===== src/rtl/binary_lifting_lca_core_defines.svh =====
// assertion macros shared by the lowest-common-ancestor core
`ifndef BINARY_LIFTING_LCA_CORE_DEFINES_SVH
`define BINARY_LIFTING_LCA_CORE_DEFINES_SVH

// same-cycle implication, sampled on clk, off while rst is high
`define BLCA_ASSERT_SAME(label, ante, cons, msg) \
  label: assert property (@(posedge clk) disable iff (rst) (ante) |-> (cons)) \
    else $error(msg);

// next-cycle implication, sampled on clk, off while rst is high
`define BLCA_ASSERT_NEXT(label, ante, cons, msg) \
  label: assert property (@(posedge clk) disable iff (rst) (ante) |=> (cons)) \
    else $error(msg);

`endif


===== src/rtl/blca_ram.sv =====
// generic single-write, single-read ram with registered read data
`timescale 1ns / 1ps
module blca_ram #(
  parameter int WIDTH = 8,
  parameter int DEPTH = 16,
  localparam int AW = (DEPTH > 1) ? $clog2(DEPTH) : 1
) (
  input  logic             clk,
  input  logic             we,
  input  logic [AW-1:0]    waddr,
  input  logic [WIDTH-1:0] wdata,
  input  logic [AW-1:0]    raddr,
  output logic [WIDTH-1:0] rdata
);

  logic [WIDTH-1:0] mem [DEPTH];

  always_ff @(posedge clk) begin
    if (we) begin
      mem[waddr] <= wdata;
    end
    rdata <= mem[raddr];
  end

endmodule


===== config.mk =====
export PLATFORM = sky130hd
export DESIGN_NAME = blca_ram
export DESIGN_NICKNAME = d
export VERILOG_FILES = /design/src/rtl/binary_lifting_lca_core_defines.svh /design/src/rtl/blca_ram.sv
export SDC_FILE = /design/constraint.sdc
export NUM_CORES = 1
export LEC_CHECK = 0
export BUFFER_PORTS_ARGS = -buffer_cell sky130_fd_sc_hd__buf_2
export CAP_MARGIN = 0
export CELL_PAD_IN_SITES_DETAIL_PLACEMENT = 1
export CELL_PAD_IN_SITES_GLOBAL_PLACEMENT = 2
export CORE_MARGIN = 3
export CORE_UTILIZATION = 45
export CTS_BUF_LIST = sky130_fd_sc_hd__clkbuf_2 sky130_fd_sc_hd__clkbuf_4 sky130_fd_sc_hd__clkbuf_8
export DETAILED_ROUTE_END_ITERATION = 8
export PLACE_DENSITY = 0.78
export SLEW_MARGIN = 0
export SYNTH_ARGS = -nofsm -noshare
export SYNTH_HDL_FRONTEND = slang
export SYNTH_SLANG_ARGS = --single-unit
export TNS_END_PERCENT = 5

===== constraint.sdc =====
create_clock -name clk -period 1.7 [get_ports clk]
set_clock_uncertainty 0.15 [all_clocks]
set_input_delay 0.17 -clock clk [delete_from_list [all_inputs] [get_ports clk]]
set_output_delay 0.17 -clock clk [all_outputs]
set_load 0.005 [all_outputs]

==> flow_summary_export.csv <==
group,metric,value,unit
synth,syn-instance-count,229,
routing,drt_iter0_drc,203,
floorplanning,die_x,113,µm
power_and_ir_drop,p_int,5.80,mW
clocking,clk_pin_slew,80,ps
timing,setup_violations,0,
power_and_ir_drop,power_density,1170,nW/µm²
routing,ant_nets,0,
min_path,hp-class,"input pin to flop",
global_route,grt_use_total,18.3,%
layout,nets,315,
synth,syn-num-nets,247,
layout,final_util,55.7,%
power_and_ir_drop,clockPowerShare,42.4,%
routing,avgViaCountPerCell,5.66,
clocking,cts_root_buffer,"clkbuf_8",
layout,stdcell_area,6140,µm²
synth,seq_area_frac_synth,77.8,%
clocking,clockBufferDepth,2,
synth,syn_area,5150,µm²
clocking,cts_tree,"done",
clocking,h-tree-depth,4,
synth,yosys_warnings,0,
power_and_ir_drop,vdd_ir_drop_max,0.000560,V
placement,gp_congestion,0.741,
critical_path,path_class,"flop to flop",
critical_path,worstPathArrival,1730,ps
power_and_ir_drop,seq_power_share,52.3,%
global_route,busiest_layer,"met2",
timing,min_period_over_period,91.5,%
timing,slew_headroom,41.2,%
critical_path,endpoint_kind,"flop",
layout,syn2layout_area_growth,19.3,%
global_route,grt_max_degree,17,
timing,hold_viol_final,0,
critical_path,crit_required,1870,ps
floorplanning,fp.coreArea,11000,µm²
clocking,cts-resized-gates,0,
floorplanning,start_util,46.7,%
routing,dr.pass1.iters,4,
placement,place_area,5590,µm²
layout,mostFrequentLayoutCells,"edfxtp_1, buf_2, buf_4, clkbuf_8, mux4_2",
floorplanning,fp.dieArea,12800,µm²
power_and_ir_drop,power_frac_comb,5.2,%
layout,fin_cells,450,
power_and_ir_drop,switching_share,19.5,%
placement,place.port_buffers,25,
floorplanning,die_h,113,µm
clocking,cts_buffers,17,
timing,tightest_slew,878,ps
placement,dp.cells,410,
timing,min_period,1560,ps
floorplanning,ioPinCount,26,
global_route,grtUsageMet1,24.7,%
placement,place_hpwl,7.10,mm
global_route,grtUsageMet3,3.85,%
routing,wl,10.7,mm
power_and_ir_drop,p_leak,2.11,nW
power_and_ir_drop,switchingPower,1.40,mW
synth,syn_area_per_cell,22.5,µm²
global_route,globalRouteOverflowTotal,0,
status,status,"complete, no violations",
clocking,clock_sinks,136,
layout,final_common_cell,"edfxtp_1",
timing,post-route-worst-setup-slack,144,ps
timing,fmax,643,MHz
routing,avgRoutedWirePerCell,23.8,µm
global_route,grt_pass1_vias,2764,
floorplanning,placementRows,38,
layout,n_antenna_cell,0,
timing,tns,0,ps
timing,rsz0062_at_grt,"no",
layout,layout-drive-gt1-share,33.2,%
critical_path,worstSetupStartpointType,"flop",
clocking,clock_latency,430,ps
synth,ys_seq_elements,136,
power_and_ir_drop,total_power,7.20,mW
global_route,antenna_found_initial,1,
routing,num_vias,2548,
flow_run,max_cap_viol_count,0,
timing,holdWs,171,ps
timing,maxSlewViolCount,0,
placement,preCtsSetupSlack,-62.7,ps
synth,synth.distinct_cells,19,
routing,drc,0,
global_route,grt_pass1_wl,16.7,mm
critical_path,crit_fanout,1,
global_route,grt_util_met2,29.4,%
==> cells in the mapped netlist <==
library cell | number | area (µm²)
dfxtp_1 | 8 | 160
nor2_1 | 13 | 48.8
nand3_1 | 1 | 5.00
buf_4 | 1 | 7.51
mux4_2 | 18 | 405
nand3b_1 | 2 | 15.0
nor3_1 | 4 | 20.0
and2b_1 | 1 | 7.51
buf_2 | 3 | 15.0
nand2b_1 | 2 | 12.5
a22oi_1 | 16 | 120
clkdlybuf4s25_2 | 3 | 30.0
edfxtp_1 | 128 | 3840
and2_1 | 1 | 6.26
nor2b_1 | 1 | 6.26
buf_6 | 3 | 33.8
nand2_1 | 9 | 33.8
mux4_1 | 14 | 368
or3b_2 | 1 | 8.76
==> timing repair <==
item / in CTS / in global routing
hold buffers: 8 / 0
buffers inserted: 0 / 0
endpoints found under the hold margin: 128 / 0
==> critical path: stages, from the launching register on <==
cell and delay [ps]:
edfxtp_1 370, mux4_1 520, a22oi_1 320, nand2_1 90
==> registers in the layout, indices dropped and copies added (netlist names) <==
name,cells
rdata,8
mem,128
==> cells by family (layout without fill, tap and decap cells) <==
| kind of cell | Yosys count | after routing | share of synthesized area, % |
|---|---|---|---|
| simple gates | 35 | 35 | 3.18 |
| compound gates | 16 | 16 | 2.33 |
| flops | 136 | 136 | 77.8 |
| mux | 32 | 32 | 15.0 |
| buf+inv | 10 | 91 | 1.68 |
==> layer usage <==
metal / routed length, µm / vias up
li1: - / 1109
met2: 5440 / 63
met3: 421 / 17
met4: 178 / 2
met1: 4660 / 1357
met5: 13 / -
==> final cells by class <==
cell class              instances  area [µm²]
repair buffers                 59         425
multi-input cells              83        1060
flip-flops and latches        136        4000
clock inverters                11         194
clock buffers                  21         283
fillers                       967        4890
well taps                     140         175
==> power groups by stage <==
stage                     sequential [mW]  combinational, mW  clock, mW
after floorplan                      3.84              0.191          0
after global placement               3.84              0.347          0
after detailed placement             3.85              0.364          0
after CTS                            3.77              0.381       3.12
after global routing                 3.78              0.409       3.27
final                                3.77              0.376       3.06
==> path summary, 6_finish.rpt <==
kind / to / depth (start not counted) / from / slack, ps
worst max-delay path: rdata[5] / 3 / mem[1][5] / 140
worst min-delay path: rdata[3] / 4 / raddr[2] / 170
worst max register to register: rdata[5] / 3 / mem[1][5] / 140
worst min register to register: rdata[3] / 3 / mem[11][3] / 520
(Power assumes the default switching activity.)
