===== config.mk =====
export PLATFORM = sky130hd
export DESIGN_NAME = blca_dp
export DESIGN_NICKNAME = d
export VERILOG_FILES = /design/src/rtl/binary_lifting_lca_core_defines.svh /design/src/rtl/blca_pkg.sv /design/src/rtl/blca_dp.sv
export SDC_FILE = /design/constraint.sdc
export NUM_CORES = 1
export LEC_CHECK = 0
export BUFFER_PORTS_ARGS = -buffer_cell sky130_fd_sc_hd__buf_2
export CORE_MARGIN = 4
export CORE_UTILIZATION = 50
export CTS_CLUSTER_SIZE = 28
export DETAILED_ROUTE_END_ITERATION = 12
export PLACE_DENSITY = 0.76
export SLEW_MARGIN = 5
export SYNTH_ARGS = -nofsm -noshare
export SYNTH_HDL_FRONTEND = slang
export SYNTH_SLANG_ARGS = --single-unit

===== constraint.sdc =====
create_clock -name clk -period 3.46 [get_ports clk]
set_input_delay 0.173 -clock clk [delete_from_list [all_inputs] [get_ports clk]]
set_output_delay 0.173 -clock clk [all_outputs]
set_load 0.05 [all_outputs]

===== src/rtl/binary_lifting_lca_core_defines.svh =====
// assertion macros shared by the lowest-common-ancestor core
`ifndef BINARY_LIFTING_LCA_CORE_DEFINES_SVH
`define BINARY_LIFTING_LCA_CORE_DEFINES_SVH

// same-cycle implication, sampled on clk, off while rst is high
`define BLCA_ASSERT_SAME(label, ante, cons, msg) \
  label: assert property (@(posedge clk) disable iff (rst) (ante) |-> (cons)) \
    else $error(msg);

// next-cycle implication, sampled on clk, off while rst is high
`define BLCA_ASSERT_NEXT(label, ante, cons, msg) \
  label: assert property (@(posedge clk) disable iff (rst) (ante) |=> (cons)) \
    else $error(msg);

`endif


===== src/rtl/blca_pkg.sv =====
// shared constants, codes, types and helpers of the lowest-common-ancestor core
`timescale 1ns / 1ps
package blca_pkg;

  localparam int MAX_NODES   = 1024;
  localparam int LIFT_LEVELS = 10;

  localparam int NODE_W    = $clog2(MAX_NODES);
  localparam int CNT_W     = NODE_W + 1;
  localparam int LVL_W     = (LIFT_LEVELS > 1) ? $clog2(LIFT_LEVELS) : 1;
  localparam int ANC_DEPTH = LIFT_LEVELS * MAX_NODES;
  localparam int ANC_AW    = (ANC_DEPTH > 1) ? $clog2(ANC_DEPTH) : 1;
  localparam int ACC_W     = ((LIFT_LEVELS > NODE_W) ? LIFT_LEVELS : NODE_W) + 1;

  // stream payload widths
  localparam int CMD_W    = 2;
  localparam int S_DATA_W = ((2 * NODE_W + 7) / 8) * 8;
  localparam int M_DATA_W = ((NODE_W + 7) / 8) * 8;

  // register port
  localparam int CFG_W     = 11;
  localparam int APB_W     = 32;
  localparam int PADDR_W   = 3;
  localparam int REG_IDX_W = PADDR_W - 2;
  localparam logic [REG_IDX_W-1:0] REG_NODE_COUNT = 1'b0;

  // input command codes
  localparam logic [CMD_W-1:0] CMD_LOAD  = 2'd0;
  localparam logic [CMD_W-1:0] CMD_BUILD = 2'd1;
  localparam logic [CMD_W-1:0] CMD_QUERY = 2'd2;

  // datapath operations issued by the controller
  localparam int OP_W = 5;
  localparam logic [OP_W-1:0] OP_NONE        = 5'd0;
  localparam logic [OP_W-1:0] OP_LOAD        = 5'd1;
  localparam logic [OP_W-1:0] OP_BUILD_INIT  = 5'd2;
  localparam logic [OP_W-1:0] OP_QUERY_INIT  = 5'd3;
  localparam logic [OP_W-1:0] OP_FIX_RD      = 5'd4;
  localparam logic [OP_W-1:0] OP_FIX_WR      = 5'd5;
  localparam logic [OP_W-1:0] OP_LIFT_RD1    = 5'd6;
  localparam logic [OP_W-1:0] OP_LIFT_RD2    = 5'd7;
  localparam logic [OP_W-1:0] OP_LIFT_WR     = 5'd8;
  localparam logic [OP_W-1:0] OP_DEPTH_INIT  = 5'd9;
  localparam logic [OP_W-1:0] OP_DEPTH_START = 5'd10;
  localparam logic [OP_W-1:0] OP_DEPTH_RD    = 5'd11;
  localparam logic [OP_W-1:0] OP_DEPTH_UP    = 5'd12;
  localparam logic [OP_W-1:0] OP_DEPTH_WR    = 5'd13;
  localparam logic [OP_W-1:0] OP_Q_RDA       = 5'd14;
  localparam logic [OP_W-1:0] OP_Q_RDB       = 5'd15;
  localparam logic [OP_W-1:0] OP_Q_CMP       = 5'd16;
  localparam logic [OP_W-1:0] OP_Q_ALIGN     = 5'd17;
  localparam logic [OP_W-1:0] OP_Q_ALIGN_UP  = 5'd18;
  localparam logic [OP_W-1:0] OP_Q_EQ        = 5'd19;
  localparam logic [OP_W-1:0] OP_Q_LA        = 5'd20;
  localparam logic [OP_W-1:0] OP_Q_LB        = 5'd21;
  localparam logic [OP_W-1:0] OP_Q_LC        = 5'd22;
  localparam logic [OP_W-1:0] OP_Q_PR        = 5'd23;
  localparam logic [OP_W-1:0] OP_Q_PW        = 5'd24;
  localparam logic [OP_W-1:0] OP_PUSH        = 5'd25;

  typedef struct packed {
    logic [OP_W-1:0] op;
  } ctrl_cmd_t;

  typedef struct packed {
    logic idx_last;
    logic lvl_last;
    logic lvl_zero;
    logic n_one;
    logic diff_bit;
    logic query_err;
    logic nodes_eq;
    logic out_free;
  } dp_stat_t;

  // ancestor table entry of a node at a lift level
  function automatic logic [ANC_AW-1:0] anc_addr(input logic [LVL_W-1:0] lvl,
                                                 input logic [NODE_W-1:0] node);
    return ANC_AW'(lvl) * ANC_AW'(MAX_NODES) + ANC_AW'(node);
  endfunction

endpackage


===== src/rtl/blca_dp.sv =====
// datapath: node registers, counters, register port and result register
`timescale 1ns / 1ps
module blca_dp (
  input  logic                          clk,
  input  logic                          rst,
  input  blca_pkg::ctrl_cmd_t           cmd,
  output blca_pkg::dp_stat_t            stat,
  input  logic [blca_pkg::NODE_W-1:0]   in_a,
  input  logic [blca_pkg::NODE_W-1:0]   in_b,
  output logic                          anc_we,
  output logic [blca_pkg::ANC_AW-1:0]   anc_waddr,
  output logic [blca_pkg::NODE_W-1:0]   anc_wdata,
  output logic [blca_pkg::ANC_AW-1:0]   anc_raddr,
  input  logic [blca_pkg::NODE_W-1:0]   anc_rdata,
  output logic                          dep_we,
  output logic [blca_pkg::NODE_W-1:0]   dep_waddr,
  output logic [blca_pkg::NODE_W-1:0]   dep_wdata,
  output logic [blca_pkg::NODE_W-1:0]   dep_raddr,
  input  logic [blca_pkg::NODE_W-1:0]   dep_rdata,
  input  logic                          psel,
  input  logic                          penable,
  input  logic                          pwrite,
  input  logic [blca_pkg::PADDR_W-1:0]  paddr,
  input  logic [blca_pkg::APB_W-1:0]    pwdata,
  output logic [blca_pkg::APB_W-1:0]    prdata,
  input  logic                          m_tready,
  output logic                          out_valid,
  output logic [blca_pkg::NODE_W-1:0]   out_node,
  output logic                          out_err
);
  import blca_pkg::*;

  logic [CFG_W-1:0]  node_count;
  logic [CNT_W-1:0]  n_used;
  logic              built;
  logic [NODE_W-1:0] idx;
  logic [LVL_W-1:0]  lvl;
  logic [NODE_W-1:0] xa;
  logic [NODE_W-1:0] xb;
  logic [NODE_W-1:0] tmp;
  logic [ACC_W-1:0]  dacc;
  logic [NODE_W-1:0] da;
  logic [NODE_W-1:0] diff;
  logic [NODE_W-1:0] res_node;
  logic              res_err;

  logic [REG_IDX_W-1:0] reg_idx;
  logic                 cfg_wr;
  logic [CFG_W-1:0]     wr_count;
  logic [CNT_W-1:0]     wr_n;
  logic                 load_ok;
  logic                 query_err;
  logic [NODE_W-1:0]    fix_val;
  logic [ACC_W-1:0]     dsum;
  logic [NODE_W-1:0]    dep_sat;
  logic [NODE_W-1:0]    diff_sh;
  logic [LVL_W-1:0]     lvl_m1;
  logic                 lvl_last;
  logic                 lvl_zero;
  logic                 idx_last;

  // register port decode
  assign reg_idx  = paddr[PADDR_W-1:2];
  assign cfg_wr   = psel && penable && pwrite && (reg_idx == REG_NODE_COUNT);
  assign wr_count = pwdata[CFG_W-1:0];
  assign prdata   = (reg_idx == REG_NODE_COUNT) ? APB_W'(node_count) : '0;

  // effective node count, saturated to [1, MAX_NODES]
  always_comb begin
    if (wr_count == '0) begin
      wr_n = CNT_W'(1);
    end else if (int'(wr_count) > MAX_NODES) begin
      wr_n = CNT_W'(MAX_NODES);
    end else begin
      wr_n = CNT_W'(wr_count);
    end
  end

  assign load_ok   = (in_a != '0) && ({1'b0, in_a} < n_used) && ({1'b0, in_b} < n_used);
  assign query_err = !built || ({1'b0, in_a} >= n_used) || ({1'b0, in_b} >= n_used);
  assign fix_val   = ((idx == '0) || ({1'b0, anc_rdata} >= n_used)) ? '0 : anc_rdata;
  assign dsum      = dacc + ACC_W'(1);
  assign dep_sat   = (dsum > ACC_W'(MAX_NODES - 1)) ? NODE_W'(MAX_NODES - 1)
                                                    : dsum[NODE_W-1:0];
  assign diff_sh   = diff >> lvl;
  assign lvl_m1    = lvl - LVL_W'(1);
  assign lvl_last  = (lvl == LVL_W'(LIFT_LEVELS - 1));
  assign lvl_zero  = (lvl == '0);
  assign idx_last  = ({1'b0, idx} == (n_used - CNT_W'(1)));

  always_comb begin
    stat.idx_last  = idx_last;
    stat.lvl_last  = lvl_last;
    stat.lvl_zero  = lvl_zero;
    stat.n_one     = (n_used == CNT_W'(1));
    stat.diff_bit  = diff_sh[0];
    stat.query_err = query_err;
    stat.nodes_eq  = (xa == xb);
    stat.out_free  = !out_valid || m_tready;
  end

  // memory port selection
  always_comb begin
    anc_we    = 1'b0;
    anc_waddr = anc_addr(lvl, idx);
    anc_wdata = anc_rdata;
    anc_raddr = anc_addr(lvl, xa);
    dep_we    = 1'b0;
    dep_waddr = idx;
    dep_wdata = dep_sat;
    dep_raddr = xa;
    unique case (cmd.op)
      OP_LOAD: begin
        anc_we    = load_ok;
        anc_waddr = anc_addr(LVL_W'(0), in_a);
        anc_wdata = in_b;
      end
      OP_FIX_RD: begin
        anc_raddr = anc_addr(lvl, idx);
      end
      OP_FIX_WR: begin
        anc_we    = 1'b1;
        anc_wdata = fix_val;
      end
      OP_LIFT_RD1: begin
        anc_raddr = anc_addr(lvl_m1, idx);
      end
      OP_LIFT_RD2: begin
        anc_raddr = anc_addr(lvl_m1, anc_rdata);
      end
      OP_LIFT_WR: begin
        anc_we = 1'b1;
      end
      OP_DEPTH_INIT: begin
        dep_we    = 1'b1;
        dep_waddr = '0;
        dep_wdata = '0;
      end
      OP_DEPTH_WR: begin
        dep_we = 1'b1;
      end
      OP_Q_RDB: begin
        dep_raddr = xb;
      end
      OP_Q_LB: begin
        anc_raddr = anc_addr(lvl, xb);
      end
      default: begin
        anc_we = 1'b0;
      end
    endcase
  end

  // control state: count register, built flag, result valid
  always_ff @(posedge clk) begin
    if (rst) begin
      node_count <= CFG_W'(1);
      n_used     <= CNT_W'(1);
      built      <= 1'b0;
      out_valid  <= 1'b0;
    end else begin
      if (cfg_wr) begin
        node_count <= wr_count;
        n_used     <= wr_n;
        built      <= 1'b0;
      end else if (cmd.op == OP_LOAD && load_ok) begin
        built <= 1'b0;
      end else if ((cmd.op == OP_DEPTH_INIT && n_used == CNT_W'(1)) ||
                   (cmd.op == OP_DEPTH_WR && idx_last)) begin
        built <= 1'b1;
      end
      if (cmd.op == OP_PUSH) begin
        out_valid <= 1'b1;
      end else if (m_tready) begin
        out_valid <= 1'b0;
      end
    end
  end

  // working registers
  always_ff @(posedge clk) begin
    case (cmd.op)
      OP_BUILD_INIT: begin
        idx <= '0;
        lvl <= '0;
      end
      OP_QUERY_INIT: begin
        xa <= in_a;
        xb <= in_b;
        if (query_err) begin
          res_node <= '0;
          res_err  <= 1'b1;
        end
      end
      OP_FIX_WR: begin
        if (idx_last) begin
          idx <= '0;
          lvl <= LVL_W'(1);
        end else begin
          idx <= idx + NODE_W'(1);
        end
      end
      OP_LIFT_WR: begin
        if (idx_last) begin
          idx <= '0;
          lvl <= lvl + LVL_W'(1);
        end else begin
          idx <= idx + NODE_W'(1);
        end
      end
      OP_DEPTH_INIT: begin
        idx <= NODE_W'(1);
      end
      OP_DEPTH_START: begin
        xa   <= idx;
        dacc <= '0;
        lvl  <= LVL_W'(LIFT_LEVELS - 1);
      end
      OP_DEPTH_UP: begin
        if (anc_rdata != '0) begin
          xa   <= anc_rdata;
          dacc <= dacc + (ACC_W'(1) << lvl);
        end
        if (!lvl_zero) begin
          lvl <= lvl_m1;
        end
      end
      OP_DEPTH_WR: begin
        if (!idx_last) begin
          idx <= idx + NODE_W'(1);
        end
      end
      OP_Q_RDB: begin
        da <= dep_rdata;
      end
      OP_Q_CMP: begin
        // deeper node goes to xa
        if (da < dep_rdata) begin
          xa   <= xb;
          xb   <= xa;
          diff <= dep_rdata - da;
        end else begin
          diff <= da - dep_rdata;
        end
        lvl <= '0;
      end
      OP_Q_ALIGN: begin
        if (!diff_sh[0] && !lvl_last) begin
          lvl <= lvl + LVL_W'(1);
        end
      end
      OP_Q_ALIGN_UP: begin
        xa <= anc_rdata;
        if (!lvl_last) begin
          lvl <= lvl + LVL_W'(1);
        end
      end
      OP_Q_EQ: begin
        if (xa == xb) begin
          res_node <= xa;
          res_err  <= 1'b0;
        end else begin
          lvl <= LVL_W'(LIFT_LEVELS - 1);
        end
      end
      OP_Q_LB: begin
        tmp <= anc_rdata;
      end
      OP_Q_LC: begin
        if (tmp != anc_rdata) begin
          xa <= tmp;
          xb <= anc_rdata;
        end
        if (!lvl_zero) begin
          lvl <= lvl_m1;
        end
      end
      OP_Q_PW: begin
        res_node <= anc_rdata;
        res_err  <= 1'b0;
      end
      OP_PUSH: begin
        out_node <= res_node;
        out_err  <= res_err;
      end
      default: begin
      end
    endcase
  end

endmodule


==> implementation parameters <==
Parameter                              Value

Run status
  Outcome    complete, no violations

Yosys
  Synth Area per Inst    8.96 um^2
  Flip-flop and latch count after synthesis    ~120
  Post-synthesis sequential area ratio    0.357
  Gate count after technology mapping    1062
  Netlist area before placement    roughly 9500 um^2
  Number of enable-type register cells in the synthesized netlist    a little under 100
  Total of warnings raised by yosys    0
  Ys flop type    edfxtp_1
  Share of synthesized flip-flops with an asynchronous set or reset    0
  Unique cell type count in the Yosys netlist    74

Timing
  Sum of negative setup slack    0 ps
  Slew HR    0.380
  RSZ-0062 raised after global routing    no
  Portion of the clock cycle consumed by the worst path in the final layout    0.897
  Number of max-slew violations in the final report    0
  Final critical-path required period    between 3000 and 4000 ps
  Worst setup skew after layout    11.9 ps
  Number of hold violations in the final report    0
  Number of endpoints failing setup at the final stage    0
  Max Clk Rate    about 320 MHz
  Worst Max-Slew Pin Slew    between 900 and 1000 ps

Global routing
  Initial antenna violation count    1
  Total routing resource utilization after global routing    0.247
  Met3 usage in global routing    0.0576
  Met2 demand-to-capacity share in global routing    0.371
  Busiest layer in global routing    met2
  Met1 track utilization from global routing    0.346
  Number of global-route vias before repair    between 7000 and 8000
  Global-route wire length before repair    ~43 mm
  Overflow left after global routing    0
  Maximum number of pins on one net before global-route repair    33

Setup path
  Data arrival time of the worst path    3270 ps
  Critical path class    reg -> reg
  CP max FO    6
  CP Capture Type    flop
  Kind of start point of the critical path    flop
  Critical path data required time    3630 ps

Floorplan
  # IOs    approximately 210
  Die Y-Extent    approximately 150 um
  Core region area    ~19000 um^2
  Effective utilization at floorplan    0.509
  Core Rows    50
  Die outline area    roughly 21000 um^2
  Horizontal die dimension    between 100 and 150 um

Clock tree
  CTS tree    yes
  Root Driver    clkbuf_16
  Clock-pin transition on the worst setup and hold timing paths    ~70 ps
  Clk_lat worst skew    430 ps
  Largest buffer count on any clock path    2
  CTS Sinks    approximately 120
  Post-CTS setup buffer count    0
  Number of buffers added by the clock tree synthesis step    17
  Maximum level of the CTS H-tree    4

Finish
  Area overhead of the layout relative to synthesis    17.2%
  Filler Cells Inserted    between 1500 and 2000
  Net count, final    around 1400
  Largest registers    dacc: 11 flops, n_used: 11 flops, node_count: 11 flops
  Fraction of final layout cells sized beyond drive strength 1    0.210

Power and ir drop
  Worst ir drop on vdd    around 430 uV
  Clk network pwr share    0.411
  Power density relative to cell area    397 nW/um^2
  Combinational cell fraction of total power    0.210
  Switching part of the total power    0.312
  Switching power summed over all nets    between 1 and 1.5 mW
  Power Total    between 4 and 5 mW
  Sequential share of power    0.378
  Internal cell power    between 3 and 4 mW
  Total leakage power    ~4.6 nW

Route
  Count of nets left with antenna violations after detail routing    0
  Number of DRC markers in iteration 0    1009
  Routed via count    between 8000 and 9000
  Vias per cell    5.92
  Detailed-route DRC error count    0
  Final routed wire length divided by cell count    approximately 18 um
  1st-pass router iterations    5
  Total Wirelength    about 27 mm

Hold path
  Worst hold path class    in -> reg

Job
  Total of max-cap violations    0

Place
  RePlAce Congestion    roughly 1
  Detailed placement HPWL    20.2 mm
  Buffers on Ports    between 150 and 200
## layout make-up
| cell class | instances | area (um^2) | share of cell area |
|---|---|---|---|
| multi-input cells | 814 | 5540 | 0.497 |
| flip-flops and latches | 121 | 3390 | 0.304 |
| repair buffers | 200 | 1130 | 0.101 |
| clock buffers | 18 | 429 | 0.0385 |
| well taps | 234 | 293 | 0.0263 |
| inverters | 52 | 195 | 0.0175 |
| clock inverters | 14 | 174 | 0.0156 |
| diodes | 1 | 2.50 | 0.000224 |
## metrics by stage
step	instance area (um^2)	hold slack [ps]	setup slack (ps)	std cells	util
final	11200	16.5	355	1454	0.596
after detailed placement	10400	371	404	1408	0.557
after global routing	11200	13.0	142	1454	0.596
after CTS	11200	11.1	369	1453	0.596
after global placement	10400	368	482	1408	0.557
after floorplan	9590	272	241	1082	-
## power groups by stage
stage	clock network, mW	registers, mW	logic (mW)
after global routing	1.92	1.68	1.01
final	1.82	1.68	0.932
after CTS	1.84	1.67	0.924
after floorplan	0	1.68	0.699
after global placement	0	1.70	0.893
after detailed placement	0	1.70	0.907
## path summary, 6_finish.rpt
path,slack (ps),start,cells after the start,to
setup / recovery,350,lvl[0],11,dacc[9]
hold / removal,20,pwdata[9],3,node_count[9]
setup reg to reg,350,lvl[0],11,dacc[9]
hold reg to reg,420,res_node[3],0,out_node[3]
## layout by cell type (no fill, tap or decap), types with 8 or more instances in the layout
cell / count
a21o_1: 8
a21oi_1: 60
a221oi_1: 11
a222oi_1: 10
a22o_1: 28
a22oi_1: 23
and2_1: 11
buf_2: 163
buf_4: 24
clkbuf_16: 17
conb_1: 21
dfxtp_1: 24
dlygate4sd3_1: 13
edfxtp_1: 97
ha_1: 72
inv_1: 52
mux2_2: 20
mux2i_1: 9
nand2_1: 142
nand2b_1: 14
nand3_1: 29
nand4_1: 14
nor2_1: 62
nor2b_1: 38
nor3_1: 17
nor4_1: 14
o21ai_0: 42
xnor2_1: 38
xor2_1: 33
## cells by family after synthesis
group / synth area share
muxes: 0.0379
buffers and inverters: 0.0706
xor gates and xnor gates: 0.0654
AOI/OAI and AO/OA: 0.171
other: 0.000394
and+or+nand+nor: 0.196
adders and majority gates: 0.102
DFF: 0.357
## what timing repair did
item,CTS,global route
gates resized for setup,0,0
hold buffers,13,0
hold endpoints to repair,15,0
## routing by layer
layer | up-vias | part of all wire
li1 | 4094 | -
met1 | 3948 | 0.42
met2 | 496 | 0.44
met3 | 65 | 0.11
met4 | 0 | 0.032
met5 | - | 0
## critical path, cell delays in order, from the launching register on
cell and delay (ps):
edfxtp_1 460, inv_1 150, ha_1 250, nand2_1 120, inv_1 60, ha_1 210
a21o_1 190, a21oi_1 210, o21bai_1 110, a2111oi_1 630, o31ai_1 180, mux2_2 290
## cell usage after synthesis (12+ instances only)
library cell | n | area (um^2)
clkbuf_1 | 47 | 176
nand4_1 | 14 | 87.6
nor3_1 | 19 | 95.1
xor2_1 | 33 | 289
xnor2_1 | 38 | 333
nand2b_1 | 14 | 87.6
ha_1 | 72 | 901
nor2_1 | 64 | 240
a22o_1 | 28 | 245
nor4_1 | 14 | 87.6
mux2_2 | 20 | 225
o21ai_0 | 42 | 210
nor2b_1 | 38 | 238
dfxtp_1 | 24 | 480
edfxtp_1 | 97 | 2910
buf_2 | 12 | 60.1
a22oi_1 | 23 | 173
buf_4 | 26 | 195
a21oi_1 | 60 | 300
nand3_1 | 29 | 145
inv_1 | 52 | 195
nand2_1 | 142 | 533
Power figures use the tool's default switching activity.
