$ cat src/rtl/binary_lifting_lca_core_defines.svh
// assertion macros shared by the lowest-common-ancestor core
`ifndef BINARY_LIFTING_LCA_CORE_DEFINES_SVH
`define BINARY_LIFTING_LCA_CORE_DEFINES_SVH

// same-cycle implication, sampled on clk, off while rst is high
`define BLCA_ASSERT_SAME(label, ante, cons, msg) \
  label: assert property (@(posedge clk) disable iff (rst) (ante) |-> (cons)) \
    else $error(msg);

// next-cycle implication, sampled on clk, off while rst is high
`define BLCA_ASSERT_NEXT(label, ante, cons, msg) \
  label: assert property (@(posedge clk) disable iff (rst) (ante) |=> (cons)) \
    else $error(msg);

`endif

$ cat src/rtl/blca_pkg.sv
// shared constants, codes, types and helpers of the lowest-common-ancestor core
`timescale 1ns / 1ps
package blca_pkg;

  localparam int MAX_NODES   = 1024;
  localparam int LIFT_LEVELS = 10;

  localparam int NODE_W    = $clog2(MAX_NODES);
  localparam int CNT_W     = NODE_W + 1;
  localparam int LVL_W     = (LIFT_LEVELS > 1) ? $clog2(LIFT_LEVELS) : 1;
  localparam int ANC_DEPTH = LIFT_LEVELS * MAX_NODES;
  localparam int ANC_AW    = (ANC_DEPTH > 1) ? $clog2(ANC_DEPTH) : 1;
  localparam int ACC_W     = ((LIFT_LEVELS > NODE_W) ? LIFT_LEVELS : NODE_W) + 1;

  // stream payload widths
  localparam int CMD_W    = 2;
  localparam int S_DATA_W = ((2 * NODE_W + 7) / 8) * 8;
  localparam int M_DATA_W = ((NODE_W + 7) / 8) * 8;

  // register port
  localparam int CFG_W     = 11;
  localparam int APB_W     = 32;
  localparam int PADDR_W   = 3;
  localparam int REG_IDX_W = PADDR_W - 2;
  localparam logic [REG_IDX_W-1:0] REG_NODE_COUNT = 1'b0;

  // input command codes
  localparam logic [CMD_W-1:0] CMD_LOAD  = 2'd0;
  localparam logic [CMD_W-1:0] CMD_BUILD = 2'd1;
  localparam logic [CMD_W-1:0] CMD_QUERY = 2'd2;

  // datapath operations issued by the controller
  localparam int OP_W = 5;
  localparam logic [OP_W-1:0] OP_NONE        = 5'd0;
  localparam logic [OP_W-1:0] OP_LOAD        = 5'd1;
  localparam logic [OP_W-1:0] OP_BUILD_INIT  = 5'd2;
  localparam logic [OP_W-1:0] OP_QUERY_INIT  = 5'd3;
  localparam logic [OP_W-1:0] OP_FIX_RD      = 5'd4;
  localparam logic [OP_W-1:0] OP_FIX_WR      = 5'd5;
  localparam logic [OP_W-1:0] OP_LIFT_RD1    = 5'd6;
  localparam logic [OP_W-1:0] OP_LIFT_RD2    = 5'd7;
  localparam logic [OP_W-1:0] OP_LIFT_WR     = 5'd8;
  localparam logic [OP_W-1:0] OP_DEPTH_INIT  = 5'd9;
  localparam logic [OP_W-1:0] OP_DEPTH_START = 5'd10;
  localparam logic [OP_W-1:0] OP_DEPTH_RD    = 5'd11;
  localparam logic [OP_W-1:0] OP_DEPTH_UP    = 5'd12;
  localparam logic [OP_W-1:0] OP_DEPTH_WR    = 5'd13;
  localparam logic [OP_W-1:0] OP_Q_RDA       = 5'd14;
  localparam logic [OP_W-1:0] OP_Q_RDB       = 5'd15;
  localparam logic [OP_W-1:0] OP_Q_CMP       = 5'd16;
  localparam logic [OP_W-1:0] OP_Q_ALIGN     = 5'd17;
  localparam logic [OP_W-1:0] OP_Q_ALIGN_UP  = 5'd18;
  localparam logic [OP_W-1:0] OP_Q_EQ        = 5'd19;
  localparam logic [OP_W-1:0] OP_Q_LA        = 5'd20;
  localparam logic [OP_W-1:0] OP_Q_LB        = 5'd21;
  localparam logic [OP_W-1:0] OP_Q_LC        = 5'd22;
  localparam logic [OP_W-1:0] OP_Q_PR        = 5'd23;
  localparam logic [OP_W-1:0] OP_Q_PW        = 5'd24;
  localparam logic [OP_W-1:0] OP_PUSH        = 5'd25;

  typedef struct packed {
    logic [OP_W-1:0] op;
  } ctrl_cmd_t;

  typedef struct packed {
    logic idx_last;
    logic lvl_last;
    logic lvl_zero;
    logic n_one;
    logic diff_bit;
    logic query_err;
    logic nodes_eq;
    logic out_free;
  } dp_stat_t;

  // ancestor table entry of a node at a lift level
  function automatic logic [ANC_AW-1:0] anc_addr(input logic [LVL_W-1:0] lvl,
                                                 input logic [NODE_W-1:0] node);
    return ANC_AW'(lvl) * ANC_AW'(MAX_NODES) + ANC_AW'(node);
  endfunction

endpackage

$ cat src/rtl/blca_ctrl.sv
// sequencer for load, build and query transactions of the ancestor core
`timescale 1ns / 1ps
module blca_ctrl (
  input  logic                        clk,
  input  logic                        rst,
  input  logic                        s_tvalid,
  input  logic [blca_pkg::CMD_W-1:0]  s_cmd,
  output logic                        s_tready,
  input  blca_pkg::dp_stat_t          stat,
  output blca_pkg::ctrl_cmd_t         cmd
);
  import blca_pkg::*;

  localparam int STATE_W = 5;
  localparam logic [STATE_W-1:0] ST_IDLE      = 5'd0;
  localparam logic [STATE_W-1:0] ST_FIX_RD    = 5'd1;
  localparam logic [STATE_W-1:0] ST_FIX_WR    = 5'd2;
  localparam logic [STATE_W-1:0] ST_LIFT_RD1  = 5'd3;
  localparam logic [STATE_W-1:0] ST_LIFT_RD2  = 5'd4;
  localparam logic [STATE_W-1:0] ST_LIFT_WR   = 5'd5;
  localparam logic [STATE_W-1:0] ST_DEP_INIT  = 5'd6;
  localparam logic [STATE_W-1:0] ST_DEP_START = 5'd7;
  localparam logic [STATE_W-1:0] ST_DEP_RD    = 5'd8;
  localparam logic [STATE_W-1:0] ST_DEP_UP    = 5'd9;
  localparam logic [STATE_W-1:0] ST_DEP_WR    = 5'd10;
  localparam logic [STATE_W-1:0] ST_Q_RDA     = 5'd11;
  localparam logic [STATE_W-1:0] ST_Q_RDB     = 5'd12;
  localparam logic [STATE_W-1:0] ST_Q_CMP     = 5'd13;
  localparam logic [STATE_W-1:0] ST_Q_ALIGN   = 5'd14;
  localparam logic [STATE_W-1:0] ST_Q_ALUP    = 5'd15;
  localparam logic [STATE_W-1:0] ST_Q_EQ      = 5'd16;
  localparam logic [STATE_W-1:0] ST_Q_LA      = 5'd17;
  localparam logic [STATE_W-1:0] ST_Q_LB      = 5'd18;
  localparam logic [STATE_W-1:0] ST_Q_LC      = 5'd19;
  localparam logic [STATE_W-1:0] ST_Q_PR      = 5'd20;
  localparam logic [STATE_W-1:0] ST_Q_PW      = 5'd21;
  localparam logic [STATE_W-1:0] ST_Q_DONE    = 5'd22;

  logic [STATE_W-1:0] state;
  logic [STATE_W-1:0] state_next;

  assign s_tready = (state == ST_IDLE);

  always_comb begin
    state_next = state;
    cmd.op     = OP_NONE;
    unique case (state)
      ST_IDLE: begin
        if (s_tvalid) begin
          unique case (s_cmd)
            CMD_LOAD: begin
              cmd.op = OP_LOAD;
            end
            CMD_BUILD: begin
              cmd.op     = OP_BUILD_INIT;
              state_next = ST_FIX_RD;
            end
            CMD_QUERY: begin
              cmd.op     = OP_QUERY_INIT;
              state_next = stat.query_err ? ST_Q_DONE : ST_Q_RDA;
            end
            default: begin
              cmd.op = OP_NONE;
            end
          endcase
        end
      end
      ST_FIX_RD: begin
        cmd.op     = OP_FIX_RD;
        state_next = ST_FIX_WR;
      end
      ST_FIX_WR: begin
        cmd.op = OP_FIX_WR;
        if (stat.idx_last) begin
          state_next = (LIFT_LEVELS > 1) ? ST_LIFT_RD1 : ST_DEP_INIT;
        end else begin
          state_next = ST_FIX_RD;
        end
      end
      ST_LIFT_RD1: begin
        cmd.op     = OP_LIFT_RD1;
        state_next = ST_LIFT_RD2;
      end
      ST_LIFT_RD2: begin
        cmd.op     = OP_LIFT_RD2;
        state_next = ST_LIFT_WR;
      end
      ST_LIFT_WR: begin
        cmd.op     = OP_LIFT_WR;
        state_next = (stat.idx_last && stat.lvl_last) ? ST_DEP_INIT : ST_LIFT_RD1;
      end
      ST_DEP_INIT: begin
        cmd.op     = OP_DEPTH_INIT;
        state_next = stat.n_one ? ST_IDLE : ST_DEP_START;
      end
      ST_DEP_START: begin
        cmd.op     = OP_DEPTH_START;
        state_next = ST_DEP_RD;
      end
      ST_DEP_RD: begin
        cmd.op     = OP_DEPTH_RD;
        state_next = ST_DEP_UP;
      end
      ST_DEP_UP: begin
        cmd.op     = OP_DEPTH_UP;
        state_next = stat.lvl_zero ? ST_DEP_WR : ST_DEP_RD;
      end
      ST_DEP_WR: begin
        cmd.op     = OP_DEPTH_WR;
        state_next = stat.idx_last ? ST_IDLE : ST_DEP_START;
      end
      ST_Q_RDA: begin
        cmd.op     = OP_Q_RDA;
        state_next = ST_Q_RDB;
      end
      ST_Q_RDB: begin
        cmd.op     = OP_Q_RDB;
        state_next = ST_Q_CMP;
      end
      ST_Q_CMP: begin
        cmd.op     = OP_Q_CMP;
        state_next = ST_Q_ALIGN;
      end
      ST_Q_ALIGN: begin
        cmd.op = OP_Q_ALIGN;
        if (stat.diff_bit) begin
          state_next = ST_Q_ALUP;
        end else if (stat.lvl_last) begin
          state_next = ST_Q_EQ;
        end
      end
      ST_Q_ALUP: begin
        cmd.op     = OP_Q_ALIGN_UP;
        state_next = stat.lvl_last ? ST_Q_EQ : ST_Q_ALIGN;
      end
      ST_Q_EQ: begin
        cmd.op     = OP_Q_EQ;
        state_next = stat.nodes_eq ? ST_Q_DONE : ST_Q_LA;
      end
      ST_Q_LA: begin
        cmd.op     = OP_Q_LA;
        state_next = ST_Q_LB;
      end
      ST_Q_LB: begin
        cmd.op     = OP_Q_LB;
        state_next = ST_Q_LC;
      end
      ST_Q_LC: begin
        cmd.op     = OP_Q_LC;
        state_next = stat.lvl_zero ? ST_Q_PR : ST_Q_LA;
      end
      ST_Q_PR: begin
        cmd.op     = OP_Q_PR;
        state_next = ST_Q_PW;
      end
      ST_Q_PW: begin
        cmd.op     = OP_Q_PW;
        state_next = ST_Q_DONE;
      end
      ST_Q_DONE: begin
        if (stat.out_free) begin
          cmd.op     = OP_PUSH;
          state_next = ST_IDLE;
        end
      end
      default: begin
        state_next = ST_IDLE;
      end
    endcase
  end

  always_ff @(posedge clk) begin
    if (rst) begin
      state <= ST_IDLE;
    end else begin
      state <= state_next;
    end
  end

endmodule

$ cat config.mk
export PLATFORM = sky130hd
export DESIGN_NAME = blca_ctrl
export DESIGN_NICKNAME = d
export VERILOG_FILES = /design/src/rtl/binary_lifting_lca_core_defines.svh /design/src/rtl/blca_pkg.sv /design/src/rtl/blca_ctrl.sv
export SDC_FILE = /design/constraint.sdc
export NUM_CORES = 1
export LEC_CHECK = 0
export BUFFER_PORTS_ARGS = -buffer_cell sky130_fd_sc_hd__buf_2
export CORE_UTILIZATION = 56
export CTS_CLUSTER_SIZE = 24
export DETAILED_ROUTE_END_ITERATION = 10
export PLACE_DENSITY = 0.83
export REMOVE_ABC_BUFFERS = 1
export SLEW_MARGIN = 20
export SYNTH_ARGS = -nofsm -noshare
export SYNTH_HDL_FRONTEND = slang
export SYNTH_SLANG_ARGS = --single-unit
$ cat constraint.sdc
create_clock -name clk -period 3.5 [get_ports clk]
set_clock_uncertainty 0.15 [all_clocks]
set_input_delay 0.525 -clock clk [delete_from_list [all_inputs] [get_ports clk]]
set_output_delay 0.525 -clock clk [all_outputs]
set_load 0.05 [all_outputs]
==> results.md, run 1 <==
* CP arrival at ~1900 ps
* Synth cell types at 35
* Ys Warns at 0
* Power per cell area at about 530 nW/um2
* Syn Area/Cell at between 6 and 7 um2
* Die W at about 40 um
* Setup WS pre-CTS at 1234 ps
* Via count at roughly 900
* Worst EP required at 2820 ps
* Crit-path cells: nor2_2 -> and3b_1 -> a32o_1 -> buf_2
* H-tree levels at 1
* Syn Inst Count at roughly 120
* First-pass GRT wire length at approximately 3200 um
* Root buf cell: clkbuf_4
* Initial antenna violation count at 0
* CP bufs+invs at 1
* TritonCTS Buffers at 3
* Nets at 150
* Final Total Pwr at 0.0004544 W
* Crit path capture: cmd[0]
* Mapped cell area at 783.3 um2
* Largest reg by FF count: state
* CTS sink cnt at 5
* Die Y at approximately 40 um
* Number of synthesized register bits at 5
* Max_slew headroom at ~58%
* Number of max-cap violations at 0
* Worst path depth at 4
* Drt total wl at ~2000 um
* Maximum VDD drop at 0.3541 mV
* RSZ-0062 raised after global routing: no
* Initial DRC Count at 25
* Post-synthesis sequential area ratio at approximately 13%
* Status: completed
* Crit path from: state[4]
* Final Hold Fails at 0
* R2R setup slack at around 1500 ps
* Post-CTS setup buffer count at 0
* Crit path kind: register to output pin
* Leakage at between 0.3 and 0.4 nW
* Layout area overhead at 10.06%
* Post-route ant nets at 0
* Slowest CP cell: dfxtp_1
* Area of the multi-input gates at just over 600 um2
* IO Port Bufs at 18
* CP delay by family, top: flip-flops
* Final setup viols at 0
* Sequential Area at around 100 um2
* Crit end category: output pin
* Worst setup margin at 954.9 ps
* F_max at roughly 390 MHz
* Largest register FFs at 5
* Ant. Diodes at 0
* Global Route Usage Sum at a little under a third
* Crit-path max cell delay at 720 ps
* Via/cell ratio at between 6 and 7
* Post-CTS Resized at 0
* R2r startpoint: state[4]
* Tcrit/Tclk final at ~73%
* R2R depth at 5
* CTS clock-pin slew for the worst setup and hold paths at about 40 ps
* Worst-margin pin slew at 634.2 ps
* DP Wirelength at around 1500 um
* Hold-fix buffers, CTS at 0
* Largest net degree at the start of global routing at 20
* GP Congestion at roughly 0.91
* Grt ovf at 0
* Pre-Repair DR Iteration Count at 4
* Fin crit period at approximately 2500 ps
* Startpoint Class: register
* Setup_tns at 0 ps
* Hold Crit Class: primary input to register
* # IOs at 19
* Slew Viols, Final at 0
* Die footprint at between 1500 and 2000 um2
* Fill count at about 120
* Routed len/inst at between 10 and 15 um
* Longest Clk Path Bufs at 2
* Insertion delay to the later sink of the worst-skew pair at approximately 230 ps
* CTS tree: done
* Biggest regs: state: 5 flops
* # DRC at 0
* Number of global-route vias before repair at a little under 800
* Share of layout cells above drive strength 1 at a little under a fifth
* Reg-to-reg critical path endpoint: state[0]
* Core box area at 1301 um2
* Initial Utilization at 60.19%
* FP Rows at 13
* Crit path max fanout at 19
==> layout make-up <==
cell class,instances,share of cell area (%)
multi-input combinational,99,70.10
sequential,5,11.61
timing repair buffer,18,10.45
clock buffer,4,3.048
inverter,6,2.612
tap,15,2.177
==> placed cells by master (no fill, tap or decap), drive strengths merged <==
master and count:
a211oi 4, ha 4, o2bb2ai 1, nor2 15
nor3 5, a31o 2, a21oi 9, a22o 1
o311a 1, nor2b 7, o221ai 1, clkbuf 4
o21ai 11, inv 6, a41oi 1, dfxtp 5
a21boi 2, o32ai 1, a221oi 2, a21o 1
buf 18, and3b 2, nand2 10, a31oi 2
o21a 1, a32o 2, nor4 3, nand2b 7
nand3b 1, nand3 3
==> Yosys cell counts (all sizes together) <==
cell	n	share of area (%)
nor2	15	7.5
o21ai	11	7.0
nand2	10	4.8
a21oi	9	5.8
nand2b	7	5.6
nor2b	7	5.6
buf	6	5.8
inv	6	2.9
dfxtp	5	13
nor3	5	3.2
a211oi	4	4.5
ha	4	6.4
clkbuf	3	1.4
nand3	3	1.9
nor4	3	2.4
a21boi	2	1.9
a221oi	2	2.2
a31o	2	2.2
a31oi	2	1.6
a32o	2	2.6
and3b	2	2.2
a21o	1	0.96
a22o	1	1.1
a41oi	1	1.1
nand3b	1	0.96
o21a	1	0.96
o221ai	1	1.1
o2bb2ai	1	1.1
o311a	1	1.3
o32ai	1	1.1
==> power breakdown <==
group / leakage (nW) / switching (W) / internal, W
clock: 0.0150 / 0.0000204 / 0.0000429
sequential: 0.0406 / 0.0000406 / 0.0000662
combinational: 0.299 / 0.000188 / 0.0000964
total: 0.355 / 0.000249 / 0.000205
==> worst min-delay path by stage <==
stage / to / start / slack, ps / cells after the start
detailed placement: state[4] / rst / 600 / 2
floorplan: state[4] / rst / 440 / 1
global route: state[4] / rst / 360 / 2
finish: state[4] / rst / 360 / 2
global placement: state[4] / rst / 600 / 2
CTS: state[4] / rst / 360 / 2
==> per-layer routing <==
| metal | routed length (um) | share of wire (%) | vias to the layer above | GRT usage (%) |
|---|---|---|---|---|
| met5 | 0 | 0 | - | 0 |
| met4 | 14 | 0.70 | 0 | 8.621 |
| met3 | 68 | 3.4 | 2 | 5.114 |
| met2 | 1000 | 50 | 24 | 49.59 |
| met1 | 912 | 46 | 422 | 39.46 |
| li1 | - | - | 459 | - |
==> kinds of logic (layout without fill, tap and decap cells) <==
family,count (synthesis),after routing,synth area share [%]
AOI/OAI and AO/OA,42,42,36.58
adders and majority gates,4,4,6.390
buffers and inverters,15,28,10.06
DFF,5,5,12.78
and+or+nand+nor,53,53,34.19
==> per-stage QoR <==
stage	area (um2)	std cells	util, %	hold WS, ps
after floorplan	726.9	110	-	439.6
after global placement	835.8	143	64.23	604.4
after detailed placement	835.8	143	64.23	601.7
after CTS	862.1	147	66.25	357.9
after global routing	862.1	147	66.25	364.2
final	862.1	147	66.25	362.7
==> worst reg2reg max path, stage by stage (launching register included) <==
cell,delay (ps)
dfxtp_1,720
nand2b_1,350
nor4_1,90
a31o_2,260
nor4_1,240
a21oi_1,120
Note: power is estimated with default switching activity, not from simulation.
==> run 2: changes to the inputs <==
--- a/config.mk
+++ b/config.mk
@@ -6,10 +6,10 @@
 export NUM_CORES = 1
 export LEC_CHECK = 0
 export BUFFER_PORTS_ARGS = -buffer_cell sky130_fd_sc_hd__buf_2
-export CORE_UTILIZATION = 56
+export CORE_UTILIZATION = 47
 export CTS_CLUSTER_SIZE = 24
 export DETAILED_ROUTE_END_ITERATION = 10
-export PLACE_DENSITY = 0.83
+export PLACE_DENSITY = 0.74
 export REMOVE_ABC_BUFFERS = 1
 export SLEW_MARGIN = 20
 export SYNTH_ARGS = -nofsm -noshare
==> constraint.sdc (replaced) <==
create_clock -name clk -period 2.2 [get_ports clk]
set_clock_uncertainty 0.15 [all_clocks]
set_input_delay 0.33 -clock clk [delete_from_list [all_inputs] [get_ports clk]]
set_output_delay 0.33 -clock clk [all_outputs]
set_load 0.05 [all_outputs]
==> results.md, run 2 (synthesis results as in run 1) <==
* Leakage at 0.3824 nW (was 0.3548 nW)
* Crit end category: output pin (unchanged)
* Biggest regs: state: 5 flops (unchanged)
* Post-route ant nets at 0 (unchanged)
* # IOs at 19 (unchanged)
* CP arrival at 1570 ps (was 1870 ps)
* H-tree levels at 1 (unchanged)
* Power per cell area at 823.4 nW/um2 (was 527.1 nW/um2)
* Fill count at 153 (was 115)
* Fin Hold WS at 144.0 ps (was 362.7 ps)
* Root buf cell: clkbuf_4 (unchanged)
* Area after DPL at 874.6 um2 (was 835.8 um2)
* # DRC at 0 (unchanged)
* Share of layout cells above drive strength 1 at 26.28% (was 18.94%)
* Layout area overhead at 16.13% (was 10.06%)
* Pre-Repair DR Iteration Count at 4 (unchanged)
* Sequential Area at 105.1 um2 (was 100.1 um2)
* Global Route Usage Sum at 25.66% (was 30.12%)
* Tcrit/Tclk final at ~93%
* Insertion delay to the later sink of the worst-skew pair at 250 ps (was 230 ps)
* Design area at 909.6 um2 (was 862.1 um2)
* Crit path from: state[1] (was state[4])
* Crit path max fanout at 14 (was 19)
* Die Y at 42.82 um (was 39.40 um)
* Die footprint at 1834 um2 (was 1552 um2)
* Number of global-route vias before repair at 868 (was 776)
* Most common cell after layout, fill and taps aside: buf_2 (unchanged)
* Startpoint Class: register (unchanged)
* IO Port Bufs at 18 (unchanged)
* Final Total Pwr at 0.0007490 W (was 0.0004544 W)
* FP Rows at 14 (was 13)
* Core box area at 1524 um2 (was 1301 um2)
* Via count at 969 (was 907)
* Setup_tns at 0 ps (unchanged)
* Longest Clk Path Bufs at 2 (unchanged)
* Worst EP required at 1720 ps (was 2820 ps)
* DP Wirelength at 1640 um (was 1489 um)
* Grt ovf at 0 (unchanged)
* Initial Utilization at 51.40% (was 60.19%)
* Slew Viols, Final at 0 (unchanged)
* Largest reg by FF count: state (unchanged)
* Drt total wl at 2196 um (was 1995 um)
* Crit path kind: register to output pin (unchanged)
* CTS clock-pin slew for the worst setup and hold paths at 50 ps (was 40 ps)
* Worst-margin pin slew at 414.8 ps (was 634.2 ps)
* RSZ-0062 raised after global routing: no (unchanged)
* Hold Crit Class: primary input to register (unchanged)
* Via/cell ratio at 6.333 (was 6.170)
* Final setup viols at 0 (unchanged)
* R2r startpoint: state[1] (was state[4])
* Area of the multi-input gates at 608.1 um2 (was 604.3 um2)
* F_max at 488.1 MHz
* Largest net degree at the start of global routing at 15 (was 20)
* Initial antenna violation count at 0 (unchanged)
* Routed len/inst at 14.35 um (was 13.57 um)
* R2R setup slack at 450 ps (was 1450 ps)
* Fin crit period at 2049 ps
* Most frequent cells in the layout: buf_2, nor2_1, nand2_1, o21ai_0, a21oi_1 (unchanged)
* Post-CTS setup buffer count at 0 (unchanged)
* Largest register FFs at 5 (unchanged)
* Die W at 42.82 um (was 39.40 um)
* Launch point of the worst hold path: rst (unchanged)
* Fin util at 59.69% (was 66.25%)
* Status: completed (unchanged)
* GP Congestion at 0.9709 (was 0.9081)
* Nets at 155 (was 150)
* Ant. Diodes at 0 (unchanged)
* Maximum VDD drop at 0.9592 mV (was 0.3541 mV)
* CTS sink cnt at 5 (unchanged)
* TritonCTS Buffers at 3 (unchanged)
* Final Hold Fails at 0 (unchanged)
* CTS tree: done (unchanged)
* First-pass GRT wire length at 3636 um (was 3208 um)
* Number of max-cap violations at 0 (unchanged)
* Max_slew headroom at 72.09% (was 57.66%)
* Initial DRC Count at 45 (was 25)
[run 2: layer usage]
metal | track usage [%] | wire length [um] | vias to the layer above
met1 | 30.75 | 852 | 431
met5 | 0 | 0 | -
met3 | 3.404 | 238 | 6
li1 | - | - | 469
met4 | 13.75 | 39 | 0
met2 | 43.64 | 1066 | 63
[run 2: path summary, 6_finish.rpt]
path / endpoint / cells after the start
setup / recovery: cmd[1] / 6
hold / removal: state[4] / 2
setup reg to reg: state[2] / 6
hold reg to reg: state[0] / 2
[run 2: layout make-up]
cell class              instances  share of cell area (%)
repair buffers                 23                   14.03
flip-flops and latches          5                   11.55
multi-input cells              99                   66.85
clock buffers                   4                   2.889
well taps                      16                   2.201
inverters                       6                   2.476
[run 2: what timing repair did]
action                                  CTS  global route
endpoints found under the setup margin    0             3
gates resized for setup                   0             6
hold buffers                              0             0
[run 2: per-stage QoR]
stage	std cells	setup slack [ps]
finish	153	151.0
detailed placement	149	282.4
floorplan	110	-369.0
CTS	153	10.96
global route	153	66.40
global placement	149	333.1
[run 2: power breakdown]
group	internal (W)	total, W	leakage (nW)	switching [W]
combinational	0.000168	0.000490	0.325	0.000322
sequential	0.000107	0.000147	0.0426	0.0000400
clock	0.0000689	0.000112	0.0150	0.0000428
[run 2: critical path: stages, from the launching register on]
cell      delay (ps)
dfxtp_2          460
nor2_1           100
a21boi_0         130
a31oi_1          150
a21oi_1           60
a31o_2           200
buf_2            200
